[config.mk]
export PLATFORM = sky130hd
export DESIGN_NAME = uart_registers_with_rx_fifo_core
export DESIGN_NICKNAME = d
export VERILOG_FILES = /design/src/design/uartrx_pkg.sv /design/src/design/uartrx_fifo.sv /design/src/design/uartrx_regs.sv /design/src/design/uart_registers_with_rx_fifo_core.sv
export VERILOG_INCLUDE_DIRS = /design/src /design/src/design
export SDC_FILE = /design/constraint.sdc
export NUM_CORES = 1
export LEC_CHECK = 0
export BUFFER_PORTS_ARGS = -buffer_cell sky130_fd_sc_hd__buf_2
export CAP_MARGIN = 25
export CORE_UTILIZATION = 29
export CTS_BUF_LIST = sky130_fd_sc_hd__clkbuf_8
export CTS_CLUSTER_SIZE = 10
export DETAILED_ROUTE_END_ITERATION = 7
export SLEW_MARGIN = 20
export SYNTH_ARGS = -nofsm -noshare
export SYNTH_HDL_FRONTEND = slang
export SYNTH_SLANG_ARGS = --single-unit
[constraint.sdc]
create_clock -name clock -period 9.9 [get_ports clock]
set_input_delay 1.98 -clock clock [delete_from_list [all_inputs] [get_ports clock]]
set_output_delay 1.98 -clock clock [all_outputs]
set_load 0.005 [all_outputs]
[src/design/uart_registers_with_rx_fifo_core_macros.svh]
// assertion macros shared by the uart register block with receive fifo
// expects signals named clock and reset in the module that uses them
`ifndef UART_REGISTERS_WITH_RX_FIFO_CORE_MACROS_SVH
`define UART_REGISTERS_WITH_RX_FIFO_CORE_MACROS_SVH

// same-cycle implication
`define UARTRX_ASSERT_NOW(lbl, ante, cons, msg) \
   lbl: assert property (@(posedge clock) disable iff (reset) (ante) |-> (cons)) \
      else $error(msg);

// next-cycle implication
`define UARTRX_ASSERT_NEXT(lbl, ante, cons, msg) \
   lbl: assert property (@(posedge clock) disable iff (reset) (ante) |=> (cons)) \
      else $error(msg);

`endif

[src/design/uartrx_pkg.sv]
// types, register offsets and constants of the uart register block with receive fifo
// no dependencies
`default_nettype none

package uartrx_pkg;

   localparam int RX_DEPTH_DEFAULT = 16;

   typedef enum logic [1:0] {
      OP_READ  = 2'd0,
      OP_WRITE = 2'd1,
      OP_PUSH  = 2'd2,
      OP_NONE  = 2'd3
   } opcode_type;

   // register offsets
   localparam logic [11:0] OFFS_DATA     = 12'h000;
   localparam logic [11:0] OFFS_RX_STAT  = 12'h004;
   localparam logic [11:0] OFFS_FLAGS    = 12'h018;
   localparam logic [11:0] OFFS_BAUD_INT = 12'h024;
   localparam logic [11:0] OFFS_BAUD_FRC = 12'h028;
   localparam logic [11:0] OFFS_LINE_CTL = 12'h02C;
   localparam logic [11:0] OFFS_CONTROL  = 12'h030;
   localparam logic [11:0] OFFS_FIFO_LVL = 12'h034;
   localparam logic [11:0] OFFS_IRQ_MASK = 12'h038;
   localparam logic [11:0] OFFS_IRQ_RAW  = 12'h03C;
   localparam logic [11:0] OFFS_IRQ_MSKD = 12'h040;
   localparam logic [11:0] OFFS_IRQ_CLR  = 12'h044;
   localparam logic [11:0] OFFS_DMA_CTL  = 12'h048;
   localparam logic [11:0] OFFS_PERIPH_ID0 = 12'hFE0;
   localparam logic [11:0] OFFS_PERIPH_ID1 = 12'hFE4;
   localparam logic [11:0] OFFS_PERIPH_ID2 = 12'hFE8;
   localparam logic [11:0] OFFS_PERIPH_ID3 = 12'hFEC;
   localparam logic [11:0] OFFS_CELL_ID0   = 12'hFF0;
   localparam logic [11:0] OFFS_CELL_ID1   = 12'hFF4;
   localparam logic [11:0] OFFS_CELL_ID2   = 12'hFF8;
   localparam logic [11:0] OFFS_CELL_ID3   = 12'hFFC;

   // id words
   localparam logic [31:0] PERIPH_ID0 = 32'h0000_0011;
   localparam logic [31:0] PERIPH_ID1 = 32'h0000_0010;
   localparam logic [31:0] PERIPH_ID2 = 32'h0000_0034;
   localparam logic [31:0] PERIPH_ID3 = 32'h0000_0000;
   localparam logic [31:0] CELL_ID0   = 32'h0000_000D;
   localparam logic [31:0] CELL_ID1   = 32'h0000_00F0;
   localparam logic [31:0] CELL_ID2   = 32'h0000_0005;
   localparam logic [31:0] CELL_ID3   = 32'h0000_00B1;

   localparam logic [5:0] FIFO_LVL_RESET = 6'h12;

   // interrupt and control bits
   localparam int IRQ_RX_BIT   = 4;
   localparam int IRQ_TX_BIT   = 5;
   localparam int CTRL_EN_BIT  = 0;
   localparam int CTRL_TXE_BIT = 8;

   // trigger level selection codes
   localparam logic [2:0] TRIG_SEL_EIGHTH    = 3'd0;
   localparam logic [2:0] TRIG_SEL_QUARTER   = 3'd1;
   localparam logic [2:0] TRIG_SEL_HALF      = 3'd2;
   localparam logic [2:0] TRIG_SEL_3QUARTER  = 3'd3;
   localparam logic [2:0] TRIG_SEL_7EIGHTHS  = 3'd4;

   typedef struct packed {
      opcode_type  opcode;
      logic [11:0] reg_offset;
      logic [31:0] write_data;
      logic [7:0]  rx_byte;
   } req_item_type;

   typedef struct packed {
      logic [31:0] read_data;
      logic        push_accepted;
      logic        tx_valid;
      logic [7:0]  tx_byte;
      logic        irq_level;
   } rsp_item_type;

   typedef struct packed {
      logic       push;
      logic       pop;
      logic [7:0] push_byte;
   } fifo_cmd_type;

   typedef struct packed {
      logic       empty;
      logic       full;
      logic       rise;
      logic       fall;
      logic [7:0] head;
   } fifo_status_type;

endpackage

`default_nettype wire

[src/design/uartrx_fifo.sv]
// receive fifo: storage, pointers, level and trigger compare
// depends on uartrx_pkg and the macros header
`default_nettype none
`include "uart_registers_with_rx_fifo_core_macros.svh"

module uartrx_fifo #(
   parameter int RX_DEPTH = uartrx_pkg::RX_DEPTH_DEFAULT
) (
   input  wire logic                        clock,
   input  wire logic                        reset,
   input  wire uartrx_pkg::fifo_cmd_type    fifo_cmd,
   input  wire logic [2:0]                  trig_sel,
   output uartrx_pkg::fifo_status_type      fifo_status
);
   import uartrx_pkg::*;

   localparam int PTR_W = $clog2(RX_DEPTH);
   localparam int LVL_W = $clog2(RX_DEPTH + 1);
   localparam int T1 = ((RX_DEPTH * 1) / 8 < 1) ? 1 : (RX_DEPTH * 1) / 8;
   localparam int T2 = ((RX_DEPTH * 2) / 8 < 1) ? 1 : (RX_DEPTH * 2) / 8;
   localparam int T4 = ((RX_DEPTH * 4) / 8 < 1) ? 1 : (RX_DEPTH * 4) / 8;
   localparam int T6 = ((RX_DEPTH * 6) / 8 < 1) ? 1 : (RX_DEPTH * 6) / 8;
   localparam int T7 = ((RX_DEPTH * 7) / 8 < 1) ? 1 : (RX_DEPTH * 7) / 8;
   localparam logic [PTR_W-1:0] LAST_PTR  = PTR_W'(RX_DEPTH - 1);
   localparam logic [LVL_W-1:0] DEPTH_LVL = LVL_W'(RX_DEPTH);

   logic [7:0]       rx_store [RX_DEPTH];
   logic [PTR_W-1:0] wr_ptr_ff, wr_ptr_in;
   logic [PTR_W-1:0] rd_ptr_ff, rd_ptr_in;
   logic [LVL_W-1:0] level_ff, level_in;
   logic [7:0]       head_ff;
   logic [LVL_W-1:0] trigger;
   logic             full;
   logic             empty;

   always_comb begin
      case (trig_sel)
         TRIG_SEL_EIGHTH:   trigger = LVL_W'(T1);
         TRIG_SEL_QUARTER:  trigger = LVL_W'(T2);
         TRIG_SEL_HALF:     trigger = LVL_W'(T4);
         TRIG_SEL_3QUARTER: trigger = LVL_W'(T6);
         TRIG_SEL_7EIGHTHS: trigger = LVL_W'(T7);
         default:           trigger = LVL_W'(T4);
      endcase
   end

   assign full  = (level_ff == DEPTH_LVL);
   assign empty = (level_ff == '0);

   always_comb begin
      wr_ptr_in = wr_ptr_ff;
      rd_ptr_in = rd_ptr_ff;
      level_in  = level_ff;
      if (fifo_cmd.push) begin
         wr_ptr_in = (wr_ptr_ff == LAST_PTR) ? '0 : wr_ptr_ff + 1'b1;
         level_in  = level_ff + 1'b1;
      end
      if (fifo_cmd.pop) begin
         rd_ptr_in = (rd_ptr_ff == LAST_PTR) ? '0 : rd_ptr_ff + 1'b1;
         level_in  = level_ff - 1'b1;
      end
   end

   always_ff @(posedge clock) begin
      if (reset) begin
         wr_ptr_ff <= '0;
         rd_ptr_ff <= '0;
         level_ff  <= '0;
      end else begin
         wr_ptr_ff <= wr_ptr_in;
         rd_ptr_ff <= rd_ptr_in;
         level_ff  <= level_in;
      end
   end

   // storage with registered read of the next head, write bypass
   always_ff @(posedge clock) begin
      if (fifo_cmd.push) begin
         rx_store[wr_ptr_ff] <= fifo_cmd.push_byte;
      end
      if (fifo_cmd.push && (wr_ptr_ff == rd_ptr_in)) begin
         head_ff <= fifo_cmd.push_byte;
      end else begin
         head_ff <= rx_store[rd_ptr_in];
      end
   end

   always_comb begin
      fifo_status.empty = empty;
      fifo_status.full  = full;
      fifo_status.rise  = (level_ff >= trigger - 1'b1);
      fifo_status.fall  = (level_ff <= trigger);
      fifo_status.head  = head_ff;
   end

   `UARTRX_ASSERT_NOW(a_no_push_full, fifo_cmd.push, !full, "push into full fifo")
   `UARTRX_ASSERT_NOW(a_no_pop_empty, fifo_cmd.pop, !empty, "pop from empty fifo")
   `UARTRX_ASSERT_NEXT(a_push_level, fifo_cmd.push && !fifo_cmd.pop, level_ff == $past(level_ff) + 1'b1, "level not advanced by push")
   `UARTRX_ASSERT_NOW(a_level_bound, 1'b1, level_ff <= DEPTH_LVL, "fifo level above depth")

endmodule

`default_nettype wire

[src/design/uartrx_regs.sv]
// register file, bus decode and interrupt logic
// depends on uartrx_pkg
`default_nettype none

module uartrx_regs (
   input  wire logic                        clock,
   input  wire logic                        reset,
   input  wire logic                        fire,
   input  wire uartrx_pkg::req_item_type    item,
   input  wire uartrx_pkg::fifo_status_type fifo_status,
   output uartrx_pkg::fifo_cmd_type         fifo_cmd,
   output logic [2:0]                       trig_sel,
   output uartrx_pkg::rsp_item_type         result
);
   import uartrx_pkg::*;

   logic [15:0] baud_int_ff, baud_int_in;
   logic [5:0]  baud_frc_ff, baud_frc_in;
   logic [7:0]  line_ctl_ff, line_ctl_in;
   logic [15:0] control_ff, control_in;
   logic [5:0]  fifo_lvl_ff, fifo_lvl_in;
   logic [10:0] irq_mask_ff, irq_mask_in;
   logic [10:0] irq_raw_ff, irq_raw_in;
   logic [2:0]  dma_ctl_ff, dma_ctl_in;
   logic [31:0] rd_value;
   logic        is_read;
   logic        is_write;
   logic        is_push;

   assign is_read  = fire && (item.opcode == OP_READ);
   assign is_write = fire && (item.opcode == OP_WRITE);
   assign is_push  = fire && (item.opcode == OP_PUSH);
   assign trig_sel = fifo_lvl_ff[5:3];

   always_comb begin
      fifo_cmd.push      = is_push && !fifo_status.full;
      fifo_cmd.pop       = is_read && (item.reg_offset == OFFS_DATA) && !fifo_status.empty;
      fifo_cmd.push_byte = item.rx_byte;
   end

   // read mux
   always_comb begin
      case (item.reg_offset)
         OFFS_DATA:       rd_value = fifo_status.empty ? 32'd0 : {24'd0, fifo_status.head};
         OFFS_RX_STAT:    rd_value = 32'd0;
         OFFS_FLAGS:      rd_value = {24'd0, 1'b1, fifo_status.full, 1'b0,
                                      fifo_status.empty, 4'd0};
         OFFS_BAUD_INT:   rd_value = {16'd0, baud_int_ff};
         OFFS_BAUD_FRC:   rd_value = {26'd0, baud_frc_ff};
         OFFS_LINE_CTL:   rd_value = {24'd0, line_ctl_ff};
         OFFS_CONTROL:    rd_value = {16'd0, control_ff};
         OFFS_FIFO_LVL:   rd_value = {26'd0, fifo_lvl_ff};
         OFFS_IRQ_MASK:   rd_value = {21'd0, irq_mask_ff};
         OFFS_IRQ_RAW:    rd_value = {21'd0, irq_raw_ff};
         OFFS_IRQ_MSKD:   rd_value = {21'd0, irq_raw_ff & irq_mask_ff};
         OFFS_DMA_CTL:    rd_value = {29'd0, dma_ctl_ff};
         OFFS_PERIPH_ID0: rd_value = PERIPH_ID0;
         OFFS_PERIPH_ID1: rd_value = PERIPH_ID1;
         OFFS_PERIPH_ID2: rd_value = PERIPH_ID2;
         OFFS_PERIPH_ID3: rd_value = PERIPH_ID3;
         OFFS_CELL_ID0:   rd_value = CELL_ID0;
         OFFS_CELL_ID1:   rd_value = CELL_ID1;
         OFFS_CELL_ID2:   rd_value = CELL_ID2;
         OFFS_CELL_ID3:   rd_value = CELL_ID3;
         default:         rd_value = 32'd0;
      endcase
   end

   // register updates
   always_comb begin
      baud_int_in = baud_int_ff;
      baud_frc_in = baud_frc_ff;
      line_ctl_in = line_ctl_ff;
      control_in  = control_ff;
      fifo_lvl_in = fifo_lvl_ff;
      irq_mask_in = irq_mask_ff;
      irq_raw_in  = irq_raw_ff;
      dma_ctl_in  = dma_ctl_ff;
      if (is_write) begin
         case (item.reg_offset)
            OFFS_BAUD_INT: baud_int_in = item.write_data[15:0];
            OFFS_BAUD_FRC: baud_frc_in = item.write_data[5:0];
            OFFS_LINE_CTL: line_ctl_in = item.write_data[7:0];
            OFFS_CONTROL: begin
               control_in = item.write_data[15:0];
               if (item.write_data[CTRL_EN_BIT]) begin
                  irq_raw_in[IRQ_TX_BIT] = 1'b1;
               end
            end
            OFFS_FIFO_LVL: fifo_lvl_in = item.write_data[5:0];
            OFFS_IRQ_MASK: irq_mask_in = item.write_data[10:0];
            OFFS_IRQ_CLR:  irq_raw_in  = irq_raw_ff & ~item.write_data[10:0];
            OFFS_DMA_CTL:  dma_ctl_in  = item.write_data[2:0];
            default:       irq_raw_in  = irq_raw_ff;
         endcase
      end
      if (fifo_cmd.push && fifo_status.rise) begin
         irq_raw_in[IRQ_RX_BIT] = 1'b1;
      end
      if (fifo_cmd.pop && fifo_status.fall) begin
         irq_raw_in[IRQ_RX_BIT] = 1'b0;
      end
   end

   always_ff @(posedge clock) begin
      if (reset) begin
         baud_int_ff <= '0;
         baud_frc_ff <= '0;
         line_ctl_ff <= '0;
         control_ff  <= '0;
         fifo_lvl_ff <= FIFO_LVL_RESET;
         irq_mask_ff <= '0;
         irq_raw_ff  <= '0;
         dma_ctl_ff  <= '0;
      end else begin
         baud_int_ff <= baud_int_in;
         baud_frc_ff <= baud_frc_in;
         line_ctl_ff <= line_ctl_in;
         control_ff  <= control_in;
         fifo_lvl_ff <= fifo_lvl_in;
         irq_mask_ff <= irq_mask_in;
         irq_raw_ff  <= irq_raw_in;
         dma_ctl_ff  <= dma_ctl_in;
      end
   end

   always_comb begin
      result.read_data     = (item.opcode == OP_READ) ? rd_value : 32'd0;
      result.push_accepted = (item.opcode == OP_PUSH) && !fifo_status.full;
      result.tx_valid      = (item.opcode == OP_WRITE) && (item.reg_offset == OFFS_DATA)
                             && control_ff[CTRL_TXE_BIT];
      result.tx_byte       = result.tx_valid ? item.write_data[7:0] : 8'd0;
      result.irq_level     = |(irq_raw_in & irq_mask_in);
   end

endmodule

`default_nettype wire

[src/design/uart_registers_with_rx_fifo_core.sv]
// uart register block with receive fifo, top level
// one request channel in, one result channel out
// requests: tuser carries the kind (read, write, push received byte), tdata the
//    register offset, the write value and the received byte
// every accepted request yields exactly one result: the read value, whether a
//    pushed byte was stored, a transmit byte with its valid flag, and the
//    interrupt level after the request
// an accepted request is held in the input register; its result is then captured in
//    the result register and held there until taken
// throughput: one request per cycle while the result side takes its results;
//    the input register and the result register are the only pipeline stages
// a stalled result side holds the result; one more request may then sit in
//    the input register before req_tready drops
// reset: synchronous, clears pointers, level, all control registers (fifo level
//    select to its default) and both channel valids; fifo contents are not cleared
// depends on uartrx_pkg, uartrx_fifo, uartrx_regs and the macros header
`default_nettype none
`include "uart_registers_with_rx_fifo_core_macros.svh"

module uart_registers_with_rx_fifo_core #(
   parameter int RX_DEPTH = uartrx_pkg::RX_DEPTH_DEFAULT
) (
   input  wire logic        clock,
   input  wire logic        reset,
   input  wire logic        req_tvalid,
   output logic             req_tready,
   input  wire logic [55:0] req_tdata,   // reg_offset, write_data, rx_byte, zero pad
   input  wire logic [1:0]  req_tuser,   // opcode
   output logic             rsp_tvalid,
   input  wire logic        rsp_tready,
   output logic [47:0]      rsp_tdata    // read_data, push_accepted, tx_valid, tx_byte,
                                         // irq_level, zero pad
);
   import uartrx_pkg::*;

   req_item_type    in_ff, in_in;
   logic            in_valid_ff, in_valid_in;
   rsp_item_type    rsp_ff, rsp_in;
   logic            rsp_valid_ff, rsp_valid_in;
   logic            advance;
   logic            fire;
   logic            req_accept;
   fifo_cmd_type    fifo_cmd;
   fifo_status_type fifo_status;
   logic [2:0]      trig_sel;
   rsp_item_type    result;

   assign advance    = !rsp_valid_ff || rsp_tready;
   assign fire       = in_valid_ff && advance;
   assign req_tready = !in_valid_ff || fire;
   assign req_accept = req_tvalid && req_tready;

   always_comb begin
      in_in.opcode     = opcode_type'(req_tuser);
      in_in.reg_offset = req_tdata[11:0];
      in_in.write_data = req_tdata[43:12];
      in_in.rx_byte    = req_tdata[51:44];
      in_valid_in      = req_accept ? 1'b1 : (fire ? 1'b0 : in_valid_ff);
      rsp_in           = result;
      rsp_valid_in     = fire ? 1'b1 : (rsp_tready ? 1'b0 : rsp_valid_ff);
   end

   always_ff @(posedge clock) begin
      if (reset) begin
         in_valid_ff  <= 1'b0;
         rsp_valid_ff <= 1'b0;
      end else begin
         in_valid_ff  <= in_valid_in;
         rsp_valid_ff <= rsp_valid_in;
      end
   end

   always_ff @(posedge clock) begin
      if (req_accept) begin
         in_ff <= in_in;
      end
      if (fire) begin
         rsp_ff <= rsp_in;
      end
   end

   uartrx_regs u_regs (
      .clock       (clock),
      .reset       (reset),
      .fire        (fire),
      .item        (in_ff),
      .fifo_status (fifo_status),
      .fifo_cmd    (fifo_cmd),
      .trig_sel    (trig_sel),
      .result      (result)
   );

   uartrx_fifo #(
      .RX_DEPTH (RX_DEPTH)
   ) u_fifo (
      .clock       (clock),
      .reset       (reset),
      .fifo_cmd    (fifo_cmd),
      .trig_sel    (trig_sel),
      .fifo_status (fifo_status)
   );

   assign rsp_tvalid = rsp_valid_ff;
   assign rsp_tdata  = {5'd0, rsp_ff.irq_level, rsp_ff.tx_byte, rsp_ff.tx_valid,
                        rsp_ff.push_accepted, rsp_ff.read_data};

   `UARTRX_ASSERT_NEXT(a_fire_gives_rsp, fire, rsp_tvalid, "processed request left no result")

endmodule

`default_nettype wire
; ---- Word level (Yosys, flattened, before mapping)
; Memory sizes are Yosys's and may differ from the RTL's. A register that Yosys moved wholly into a read port is not among the register bits.
; Cells that the tools add are included.
; Widths: inputs -> output; s select.
[classes]
eq_ne = 26
muxes = 23
bitwise = 4
reduce_logical = 33
add_sub_neg = 5
order_cmp = 2
[op_table]
columns = operator, count
row1 = $pmux 32 s18, 1
row2 = $eq 12x12->1 const B, 7
row3 = $eq 12x6->1 const B, 7
row4 = $eq 12x7->1 const B, 3
row5 = $and 11x11->11, 3
row6 = $mux 11, 3
row7 = $mux 5, 4
row8 = $pmux 4 s4, 1
row9 = $logic_and 1x1->1, 13
row10 = $eq 12x5->1 const B, 1
row11 = $logic_not 12->1, 1
row12 = $mux 4, 3
row13 = $reduce_and 2->1, 6
row14 = $not 11->11, 1
row15 = $reduce_or 11->1, 1
row16 = $mux 1, 9
row17 = $add 4x1->4 const B, 2
row18 = $eq 4x4->1 const B, 2
row19 = $mux 8, 1
row20 = $reduce_bool 2->1, 3
row21 = $add 5x1->5 const B, 1
row22 = $eq 5x5->1 const B, 1
row23 = $ge 5x5->1, 1
row24 = $le 5x4->1, 1
row25 = other kinds (13), 17
[totals]
n_memories = 1
wordCells = 116
register_bits = 173
ramBits = 128
input_bits = 62
[mem_list]
columns = name, depth, word_bits, rd, rd_ports_with_merged_regs, wr, line_no
row1 = u_fifo.rx_store, 16, 8, 1, 1, 1, uartrx_fifo.sv:27  ; logic [7:0] rx_store [RX_DEPTH];

; ---- Logic depth before layout (Yosys ltp)
; Gate-level depths: netlist of the first run.
[logic_depth]
depth_word = 10
ltp_mapped = 12

; ---- By module
; A second synthesis of the first run with hierarchy kept.
[unflattened]
cells_unflattened = 989
hier_area_um2 = 13325.3
[modules_own_cells]
columns = mod, n_inst, seq_area_each_um2, cells_per_inst, area_each_um2
row1 = uartrx_fifo, 1, 4184.0, 338, 6032.0
row2 = uartrx_regs, 1, 1541.5, 538, 4235.3
row3 = uart_registers_with_rx_fifo_core, 1, 2952.8, 113, 3057.9

; ---- Worst setup path after synthesis of the first run
; OpenSTA, ideal clock, no wires.
[synth_path]
kind = input to register
start = input rsp_tready
end = memory u_fifo.rx_store[3][0], enable pin
arrival_ps = 4613
stages = 6
path_slack_ps = 4903
required_time_ps = 9517
cell_sequence = nor2b_1 nor2_1 and2_1 clkbuf_1 nand2_1 nor3_1
[synth_between]
elab_chain_len = 6
[synth_rtl]
columns = item, line_no
row1 = from (decl), uart_registers_with_rx_fifo_core.sv:30  ; input wire logic rsp_tready,
row2 = $logic_or 1x1->1, uart_registers_with_rx_fifo_core.sv:48  ; assign advance = !rsp_valid_ff || rsp_tready;
row3 = $logic_and 1x1->1, uart_registers_with_rx_fifo_core.sv:49  ; assign fire = in_valid_ff && advance;
row4 = via fire, uart_registers_with_rx_fifo_core.sv:41  ; logic fire;
row5 = $logic_and 1x1->1, uartrx_regs.sv:32  ; assign is_push = fire && (item.opcode == OP_PUSH);
row6 = $logic_and 1x1->1, uartrx_regs.sv:36  ; fifo_cmd.push = is_push && !fifo_status.full;
row7 = $mux 1, uartrx_fifo.sv:78  ; if (fifo_cmd.push) begin
row8 = $mux 1 (implied by the code), uartrx_fifo.sv:79  ; rx_store[wr_ptr_ff] <= fifo_cmd.push_byte;
row9 = to (decl), uartrx_fifo.sv:27
; The timed path passes the listed nets, and every way through them passes these cells.

; ---- Final worst setup path of the first run
[layout_path]
start = input rsp_tready
end = output req_tready
[layout_between]
elab_chain_len = 3
[layout_rtl]
columns = item, line_no
row1 = $logic_or 1x1->1, uart_registers_with_rx_fifo_core.sv:48
row2 = $logic_and 1x1->1, uart_registers_with_rx_fifo_core.sv:49
row3 = $logic_or 1x1->1, uart_registers_with_rx_fifo_core.sv:50  ; assign req_tready = !in_valid_ff || fire;
row4 = to (decl), uart_registers_with_rx_fifo_core.sv:26  ; output logic req_tready,
; No other way between the ends.

==> impl_metrics.tcl, run 1 <==
set metrics [dict create \
    max_slew_margin_pct 32.9 \
    outcome "finished, violations left" \
    critPathTopFamily "simple AND/OR/NAND/NOR gates" \
    synth_seq_area_share_pct 62.8 \
    cp_data_required_time_ns 7.92 \
    port_buffers 70 \
    synth_edf_count 193 \
    finalSetupViolCount 0 \
    netlist_area_sq_um 12300 \
    fillers 4135 \
    crit_path_start "rsp_tready" \
    wl_met1_mm 12.6 \
    skew_ns 0.0367 \
    worstSetupEndpoint "req_tready" \
    path_max_fanout 3 \
    first_pass_iters 7 \
    max_cap_viol_count 0 \
    tightestPinTransition_ns 1.01 \
    violations "design-rule violations" \
    fp.dieW_um 208 \
    dieArea_sq_um 43200 \
    hold_class "flip-flop to flip-flop" \
    fp.coreArea_sq_um 41900 \
    antenna_found_initial 0 \
    path_class "input pin to output pin" \
    hp-start "u_regs.baud_int_ff[7]$_SDFFE_PP0P_" \
    layout-drive-gt1-share_pct 20.5 \
    cp.depth 4 \
    crit_path_end_kind "output pin" \
    antenna_cells 0 \
    r2r_slack_ns 6.15 \
    utilization_pct 33.5 \
    final_cell_mix "193 x edfxtp_1, 95 x dfxtp_1, 94 x nor2_1" \
    hold_viol_final 0 \
    avgRoutedWirePerCell_um 18.8 \
    rows 75 \
    htreeDepth 2 \
    cts_setup_buffers 0 \
    grt_pass1_wl_mm 46.1 \
    p_leak_nw 4.69 \
    post_cts_resized 0 \
    first_global_vias 7928 \
    ir_drop_uv 86.8 \
    routed_wl_mm 30.2 \
    cts_hold_repair.buffers 0 \
    async_flop_share_pct 0 \
    holdPathStages 2 \
    cts_sinks 289 \
    setup-tns-final_ns 0 \
    pin_count 112 \
    power.density_nw_per_um2 170 \
    numCtsBuffers 47 \
    max_stage_delay_ns 0.27 \
    post-route-period-util_pct 46.4 \
    cts_buffer_depth 3 \
    netlist_instances 947 \
    grt.total_usage_pct 14.0 \
    clk_pin_slew_ns 0.06 \
    drc 2 \
    ys_ff_latch 289 \
    overflow 0 \
    cp.arrival_ns 2.61 \
    synth_flop_cell "edfxtp_1" \
    min_period_ns 4.59 \
    report.final.slew_viol_count 0 \
    cts_root_buf "clkbuf_8" \
    synth.distinct_cells 62 \
    gp_congestion 0.879 \
    synthToLayoutAreaGrowth_pct 14.2 \
    highest_layer "met4" \
    wl_met2_mm 14.6 \
    post_drt_via_cell_ratio 4.88 \
    grt_max_degree 90 \
    reg2reg_to "u_fifo.level_ff[4]$_SDFFE_PP0P_" \
    ant_nets 0 \
    final_common_cell "edfxtp_1" \
    rr_worst_depth 12 \
    drt-initial-drc-count 628 \
    num_vias 7822 \
    worstPathCellList "buf_2, nor2b_1, nand2_1, buf_2" \
    slowest_stage "nor2b_1" \
    die_h_um 208 \
    met3_length_mm 2.04 \
    initial_core_util_pct 29.3 \
    max_freq_mhz 218 \
    yosys_warnings 0 \
    dp_hpwl_mm 19.7 \
    syn_avg_cell_area_sq_um 13.0 \
    cp-start-kind "input pin" \
    worstReg2RegStart "in_ff[43]$_DFFE_PP_" \
    cp_common_cell "buf_2" \
    fin_nets 1104 \
    insertion_delay_ns 0.60 \
    cts_tree "done" \
    crit_buf_inv 2 \
    rsz0062_at_grt "false" \
]
==> logic make-up (layout without fill, tap and decap cells) <==
family / after synthesis / in the layout / share of synthesized area (%)
other: 2 / 22 / 0.0612
and+or+nand+nor: 279 / 279 / 11.0
muxes: 102 / 102 / 11.9
AOI/OAI and AO/OA: 160 / 160 / 8.36
DFF: 289 / 289 / 62.8
buffers and inverters: 93 / 189 / 3.70
adders and majority gates: 16 / 16 / 1.69
xor gates and xnor gates: 6 / 6 / 0.428
==> flip-flops by register name, summed over array words and instances (netlist names), named ones only <==
register and cells:
u_regs.baud_int_ff 16, u_regs.control_ff 16, u_fifo.wr_ptr_ff 4, u_fifo.rx_store 128
u_regs.line_ctl_ff 8, u_regs.baud_frc_ff 6, in_valid_ff 1, in_ff 38
rsp_tdata 27, u_regs.fifo_lvl_ff 6, u_regs.irq_mask_ff 11, u_regs.dma_ctl_ff 3
rsp_tvalid 1, u_fifo.level_ff 5, u_regs.irq_raw_ff 11, u_fifo.rd_ptr_ff 4
==> stage by stage <==
stage                     hold WS [ns]  total power, mW  area [sq um]  instances  setup WS [ns]
final                            0.453             2.39         14000       1602           5.31
after floorplan                  0.423             1.38         12400        967           4.90
after CTS                        0.455             2.42         14000       1602           5.30
after global routing             0.472             2.48         14000       1602           5.25
after global placement           0.440             1.41         13100       1516           5.22
after detailed placement         0.447             1.41         13100       1516           5.16
==> synthesized netlist by cell type, types with 11 or more instances <==
cell	n	area, sq um
a21oi_1	67	335
inv_1	19	71.3
mux4_2	33	743
clkbuf_1	39	146
a221oi_1	11	96.3
nand2_1	81	304
a22oi_1	13	97.6
ha_1	15	188
mux2i_1	46	460
mux2_2	23	259
dfxtp_1	96	1920
nor3_1	12	60.1
nor2b_1	16	100
and2_1	11	68.8
nand3_1	23	115
o21ai_0	15	75.1
nor2_1	95	357
buf_4	22	165
edfxtp_1	193	5800
==> power by group <==
part	leakage, nW	internal (mW)	switching [mW]
Clock	0.504	0.519	0.481
Sequential	2.55	1.30	0.0249
Combinational	1.63	0.0187	0.0393
Total	4.69	1.84	0.545
==> area by class of cell <==
| class | instances | area [sq um] | area share [%] |
|---|---|---|---|
| repair buffers | 83 | 448 | 3.19 |
| clock buffers | 53 | 729 | 5.20 |
| flip-flops and latches | 289 | 7720 | 55.0 |
| multi-input cells | 585 | 4200 | 29.9 |
| clock inverters | 33 | 181 | 1.29 |
| well taps | 539 | 674 | 4.81 |
| inverters | 20 | 76.3 | 0.544 |
==> metal layers <==
metal | vias to the layer above | global-route usage [%]
met3 | 68 | 3.66
met5 | - | 0
li1 | 3672 | -
met1 | 3809 | 17.3
met2 | 273 | 23.3
met4 | 0 | 5.24
==> how the worst min path moves through the flow <==
| stage | to | slack [ns] |
|---|---|---|
| floorplan | u_regs.irq_raw_ff[3]$_SDFF_PP0_ | 0.42 |
| CTS | u_regs.baud_int_ff[7]$_SDFFE_PP0P_ | 0.46 |
| finish | u_regs.baud_int_ff[7]$_SDFFE_PP0P_ | 0.45 |
| detailed placement | u_regs.baud_int_ff[10]$_SDFFE_PP0P_ | 0.45 |
| global route | u_regs.baud_int_ff[9]$_SDFFE_PP0P_ | 0.47 |
| global placement | u_regs.irq_raw_ff[3]$_SDFF_PP0_ | 0.44 |
==> tightest hold or removal path, cell delays in order, from the launching register on <==
cell and delay [ns]:
dfxtp_1 0.30, nand2_1 0.05, a21oi_1 0.05
No activity file was read; power rests on OpenSTA's default activity.
==> inputs of run 2 (changes only) <==
Clock period 9.9 ns to 3.8 ns, I/O delays scaled along.
==> run 2 against run 1 <==
  * The flow now finishes without violations
  * Total power increased to 2.6 times the previous value
  * Sequential share of layout area fell by 0.69 points
  * Die area stayed put
  * Routed wire length up 2.3%
  * First-iteration DRC count fell by 3.0%
  * Non-clock buffer count increased by 27
  * Final cell count increased by 1.6%
  * Clock power rose to 2.5 times the previous value
  * Core utilization grew 0.42 points
  * Sequential power rose to 2.6 times the previous value
  * Register-to-register slack lost 5.4 ns
  * Largest cell class unchanged
==> impl_metrics.tcl, run 2 (synthesis results as in run 1) <==
set metrics [dict create \
    outcome "finished, final reports clean" \
    grtUsageMet3_pct 2.98 \
    post-route-period-util_pct 81.1 \
    skew_ns 0.0295 \
    grt_pass1_wl_mm 47.7 \
    first_pass_iters 5 \
    p_leak_nw 4.84 \
    grt-busiest-layer "met2" \
    tightestPinTransition_ns 1.05 \
    final_common_cell "edfxtp_1" \
    setup-tns-final_ns 0 \
    drt-initial-drc-count 609 \
    layout-drive-gt1-share_pct 22.2 \
    max_slew_margin_pct 30.0 \
    fillers 4131 \
    crit_path_end_kind "flip-flop" \
    holdPathStages 1 \
    die_h_um 208 \
    fin_nets 1130 \
    antenna_found_initial 0 \
    finalSetupViolCount 0 \
    min_period_ns 3.08 \
    dp_hpwl_mm 20.7 \
    htreeDepth 2 \
    ant_nets 0 \
    post_drt_via_cell_ratio 4.89 \
    clk_pin_slew_ns 0.06 \
    routed_wl_mm 30.9 \
    pin_count 112 \
    cts_setup_buffers 0 \
    ir_drop_uv 250 \
    drc 0 \
    hold_viol_final 0 \
    largest-register "u_fifo.rx_store" \
    grtUsageMet2_pct 24.1 \
    hp-start "req_tdata[6]" \
    gp_congestion 0.930 \
    rsz0062_at_grt "false" \
    fp.coreArea_sq_um 41900 \
    hold_end "in_ff[46]$_DFFE_PP_" \
    hold_class "input pin to flip-flop" \
    grt_max_degree 93 \
    power_mw 6.16 \
    rr_worst_depth 11 \
    cts_buffer_depth 3 \
    placed_area_sq_um 13300 \
    overflow 0 \
    port_buffers 70 \
    rows 75 \
    max_cap_viol_count 0 \
    power.density_nw_per_um2 434 \
    synthToLayoutAreaGrowth_pct 15.7 \
    cp-start-kind "flip-flop" \
    largest_reg_flops 128 \
    num_vias 7962 \
    reg2reg_to "u_fifo.level_ff[4]$_SDFFE_PP0P_" \
    cts_root_buf "clkbuf_8" \
    post_cts_resized 0 \
    initial_core_util_pct 29.3 \
    final_cell_mix "193 x edfxtp_1, 95 x dfxtp_1, 94 x nor2_1" \
    report.final.slew_viol_count 0 \
    utilization_pct 33.9 \
    cp.arrival_ns 3.50 \
    max_freq_mhz 325 \
    antenna_cells 0 \
    design_area_sq_um 14200 \
    cp_data_required_time_ns 4.22 \
    insertion_delay_ns 0.59 \
    grt.total_usage_pct 14.4 \
    r2r_slack_ns 0.72 \
    cts_sinks 289 \
    cts_tree "done" \
    path_max_fanout 11 \
    grtUsageMet1_pct 18.9 \
    fp.dieW_um 208 \
    cts_hold_repair.buffers 0 \
    first_global_vias 7954 \
    path_class "flip-flop to flip-flop" \
    fin_worst_hold_slack_ns 0.343 \
    dieArea_sq_um 43200 \
    worstReg2RegStart "in_ff[51]$_DFFE_PP_" \
    avgRoutedWirePerCell_um 19.0 \
    numCtsBuffers 46 \
]
[run 2: cell types whose count changed in the layout (fill, tap and decap cells not counted), sizes merged]
cell	previous run	this run
buf	83	110
inv	31	39
clkinv	19	13
clkbuf	53	50
clkinvlp	2	1
[run 2: final cells by class]
cell class	count	area, sq um	area share, %
clock inverters	34	190	1.34
clock buffers	50	688	4.85
flip-flops and latches	289	7720	54.3
repair buffers	110	663	4.67
well taps	539	674	4.75
multi-input cells	585	4190	29.5
inverters	20	76.3	0.537
[run 2: layer usage]
layer / routed length, um / vias to the layer above
li1: - / 3728
met1: 13800 / 3953
met2: 15000 / 244
met3: 1620 / 37
met4: 422 / 0
met5: 0 / -
[run 2: critical path: stages (launching register included)]
cell and delay, ns:
edfxtp_1 0.38, or4_4 0.58, or2_4 0.34, nor3_4 0.24, nand3_4 0.16, clkinv_2 0.16
ha_1 0.28, a21o_1 0.17, a21oi_1 0.17, mux2i_1 0.24, xnor2_1 0.13, nor2_1 0.05
[run 2: stage by stage]
step,worst slack [ns],std cells
5_1_grt,0.477,1627
3_3_place_gp,0.612,1543
2_1_floorplan,0.0231,967
4_1_cts,0.716,1627
3_5_place_dp,0.589,1543
6_report,0.720,1627
[run 2: power breakdown]
group	total, mW	switching, mW	internal (mW)	leakage, nW
Sequential	3.45	0.0572	3.40	2.55
Clock	2.54	1.25	1.30	0.511
Combinational	0.162	0.109	0.0530	1.77
[run 2: how the worst max path moves through the flow]
stage / start / end / slack [ns] / cells past startpoint
floorplan: rsp_tready / u_fifo.rx_store[3][0]$_DFFE_PP_ / 0.02 / 6
global placement: rsp_tready / rsp_tdata[42]$_DFFE_PP_ / 0.61 / 7
detailed placement: rsp_tready / rsp_tdata[42]$_DFFE_PP_ / 0.59 / 7
CTS: in_ff[51]$_DFFE_PP_ / u_fifo.level_ff[4]$_SDFFE_PP0P_ / 0.72 / 11
global route: in_ff[41]$_DFFE_PP_ / rsp_tdata[42]$_DFFE_PP_ / 0.48 / 7
finish: in_ff[51]$_DFFE_PP_ / u_fifo.level_ff[4]$_SDFFE_PP0P_ / 0.72 / 11
==> inputs of run 3 (changes only) <==
Settings changed: ABC_AREA set to 1.
Clock period 3.8 ns to 2.6 ns, I/O delays scaled along.
==> run 3 against run 2 <==
  * Worst hold slack worse by 0.27 ns
  * Critical path depth rose by 2
  * Routed wire length increased by 5.6%
  * Sequential power up 46%
  * Total power increased by 55%
  * Via count grew 19%
  * Worst setup slack got worse by 0.44 ns
  * Sequential cell count is the same
  * Area after synthesis rose by 6.5%
  * Sequential share of layout area shrank 3.5 points
  * Critical endpoint unchanged
  * Largest cell class unchanged
==> impl_metrics.tcl, run 3 <==
set metrics [dict create \
    outcome "finished, final reports clean" \
    hp-start "req_tdata[23]" \
    ir_drop_uv 375 \
    numCtsBuffers 48 \
    largest-register "u_fifo.rx_store" \
    rr_worst_depth 13 \
    path_class "flip-flop to flip-flop" \
    yosys_warnings 0 \
    crit_path_start "in_ff[43]$_DFFE_PP_" \
    netlist_area_sq_um 13100 \
    fin_worst_hold_slack_ns 0.0692 \
    first_global_vias 9181 \
    yosys.area.top_type "edfxtp_1" \
    fp.dieW_um 214 \
    fin_nets 1532 \
    cp_data_required_time_ns 3.15 \
    holdPathStages 1 \
    dieArea_sq_um 46000 \
    netlist_instances 1343 \
    synthToLayoutAreaGrowth_pct 16.1 \
    worstReg2RegStart "in_ff[43]$_DFFE_PP_" \
    finalSetupViolCount 0 \
    power.density_nw_per_um2 628 \
    synth.distinct_cells 46 \
    report.final.slew_viol_count 0 \
    max_cap_viol_count 0 \
    avgRoutedWirePerCell_um 15.6 \
    routed_wl_mm 32.6 \
    gp_congestion 0.883 \
    skew_ns 0.0497 \
    utilization_pct 34.3 \
    async_flop_share_pct 0 \
    largest_reg_flops 128 \
    antenna_cells 0 \
    yosys-top-cells-area "edfxtp_1 44%, dfxtp_1 15%, nand2_1 5.3%, inv_1 5.2%, a21oi_1 4.4%" \
    fp.coreArea_sq_um 44300 \
    yosysMostFrequentCell "edfxtp_1" \
    dp_hpwl_mm 22.9 \
    max_slew_margin_pct 53.6 \
    synth_seq_area_share_pct 59.0 \
    regArea_sq_um 7720 \
    ant_nets 0 \
    r2r_slack_ns 0.28 \
    dpl.cell_count 1995 \
    post_drt_via_cell_ratio 4.54 \
    first_pass_iters 5 \
    ys_ff_latch 289 \
    rows 77 \
    hold_class "input pin to flip-flop" \
    pin_count 112 \
    cts_root_buf "clkbuf_8" \
    final-instance-count-excl-fill 2086 \
    crit_path_end_kind "flip-flop" \
    cp-start-kind "flip-flop" \
    htreeDepth 2 \
    overflow 0 \
    layout-drive-gt1-share_pct 18.0 \
    final_common_cell "edfxtp_1" \
    num_vias 9461 \
    post-route-period-util_pct 89.4 \
    min_period_ns 2.32 \
    hold_viol_final 0 \
    die_h_um 214 \
    antenna_found_initial 0 \
    cts_tree "done" \
    port_buffers 70 \
    cts_sinks 289 \
    initial_core_util_pct 29.5 \
    yosys-top-cells-count "193 x edfxtp_1, 184 x nand2_1, 180 x inv_1, 122 x nor2_1, 115 x a21oi_1" \
    synth_flop_cell "edfxtp_1" \
    multiInputGateArea_sq_um 4220 \
    yosysTopAreaCellShare_pct 44.3 \
    drt-initial-drc-count 617 \
    cts_hold_repair.buffers 0 \
    max_freq_mhz 430 \
    syn_avg_cell_area_sq_um 9.74 \
    fillers 4528 \
    rsz0062_at_grt "false" \
    cp.arrival_ns 2.87 \
    grt.total_usage_pct 14.3 \
    insertion_delay_ns 0.63 \
    clk_pin_slew_ns 0.07 \
    hold_end "in_ff[19]$_DFFE_PP_" \
    grt_pass1_wl_mm 51.0 \
    p_leak_nw 5.86 \
    cts_buffer_depth 3 \
    reg2reg_to "u_fifo.level_ff[4]$_SDFFE_PP0P_" \
    grt_max_degree 60 \
    drc 0 \
    tightestPinTransition_ns 0.697 \
    path_max_fanout 5 \
    setup-tns-final_ns 0 \
    synth_edf_count 193 \
    final_cell_mix "193 x edfxtp_1, 191 x inv_1, 184 x nand2_1" \
]
## run 3: logic make-up (layout without fill, tap and decap cells)
logic type	count (synthesis)	after routing	synth area share, %
and+or+nand+nor	472	472	17.2
other	2	22	0.0574
buffers and inverters	272	403	9.34
adders and majority gates	16	16	1.59
xor gates and xnor gates	4	4	0.268
DFF	289	289	59.0
AOI/OAI and AO/OA	288	288	12.6
## run 3: worst max path at each step
stage / end / slack, ns / depth (start not counted)
after detailed placement: rsp_tdata[42]$_DFFE_PP_ / 0.03 / 13
after CTS: u_fifo.level_ff[4]$_SDFFE_PP0P_ / 0.15 / 13
final: u_fifo.level_ff[4]$_SDFFE_PP0P_ / 0.28 / 13
after global routing: u_fifo.level_ff[4]$_SDFFE_PP0P_ / 0.03 / 13
after floorplan: u_fifo.level_ff[4]$_SDFFE_PP0P_ / 0.05 / 13
after global placement: rsp_tdata[42]$_DFFE_PP_ / 0.11 / 13
## run 3: what timing repair did
action | in CTS | in global routing
resized for setup | 0 | 2
setup endpoints to repair | 0 | 1
buffers inserted | 0 | 1
## run 3: routing by layer
layer  track usage [%]  routed length (um)  vias to the layer above
met3              2.92                1750                       55
met2              25.1               16200                      237
met1              17.5               14000                     4453
met4              4.10                 691                        0
li1                  -                   -                     4716
met5                 0                   0                        -
## run 3: critical path, cell delays in order, from the launching register on
cell	delay, ns
edfxtp_1	0.43
nor2_2	0.20
nand2_4	0.10
nor2_4	0.15
nand3_4	0.11
nor2_8	0.10
inv_1	0.08
fa_1	0.41
o21ai_1	0.17
a21oi_1	0.10
o21a_1	0.20
nand2_1	0.06
nand2_1	0.05
nor2_1	0.09
## run 3: where the power goes
group / internal (mW) / switching (mW) / leakage, nW
sequential: 4.96 / 0.0767 / 2.56
clock: 2.31 / 1.91 / 0.584
combinational: 0.0825 / 0.185 / 2.72
total: 7.36 / 2.17 / 5.86
## run 3: layout make-up
cell class              count  share of cell area (%)
clock inverters            37                    1.91
multi-input cells         802                    27.8
inverters                 198                    4.97
flip-flops and latches    289                    50.9
well taps                 592                    4.88
clock buffers              53                    4.80
repair buffers            115                    4.78
## run 3: through the flow
step / area (sq um) / power [mW] / setup WS, ns
floorplan: 13200 / 5.28 / 0.0532
global placement: 14200 / 5.40 / 0.113
detailed placement: 14200 / 5.41 / 0.0254
CTS: 15200 / 9.67 / 0.146
global route: 15200 / 9.88 / 0.0262
finish: 15200 / 9.53 / 0.276
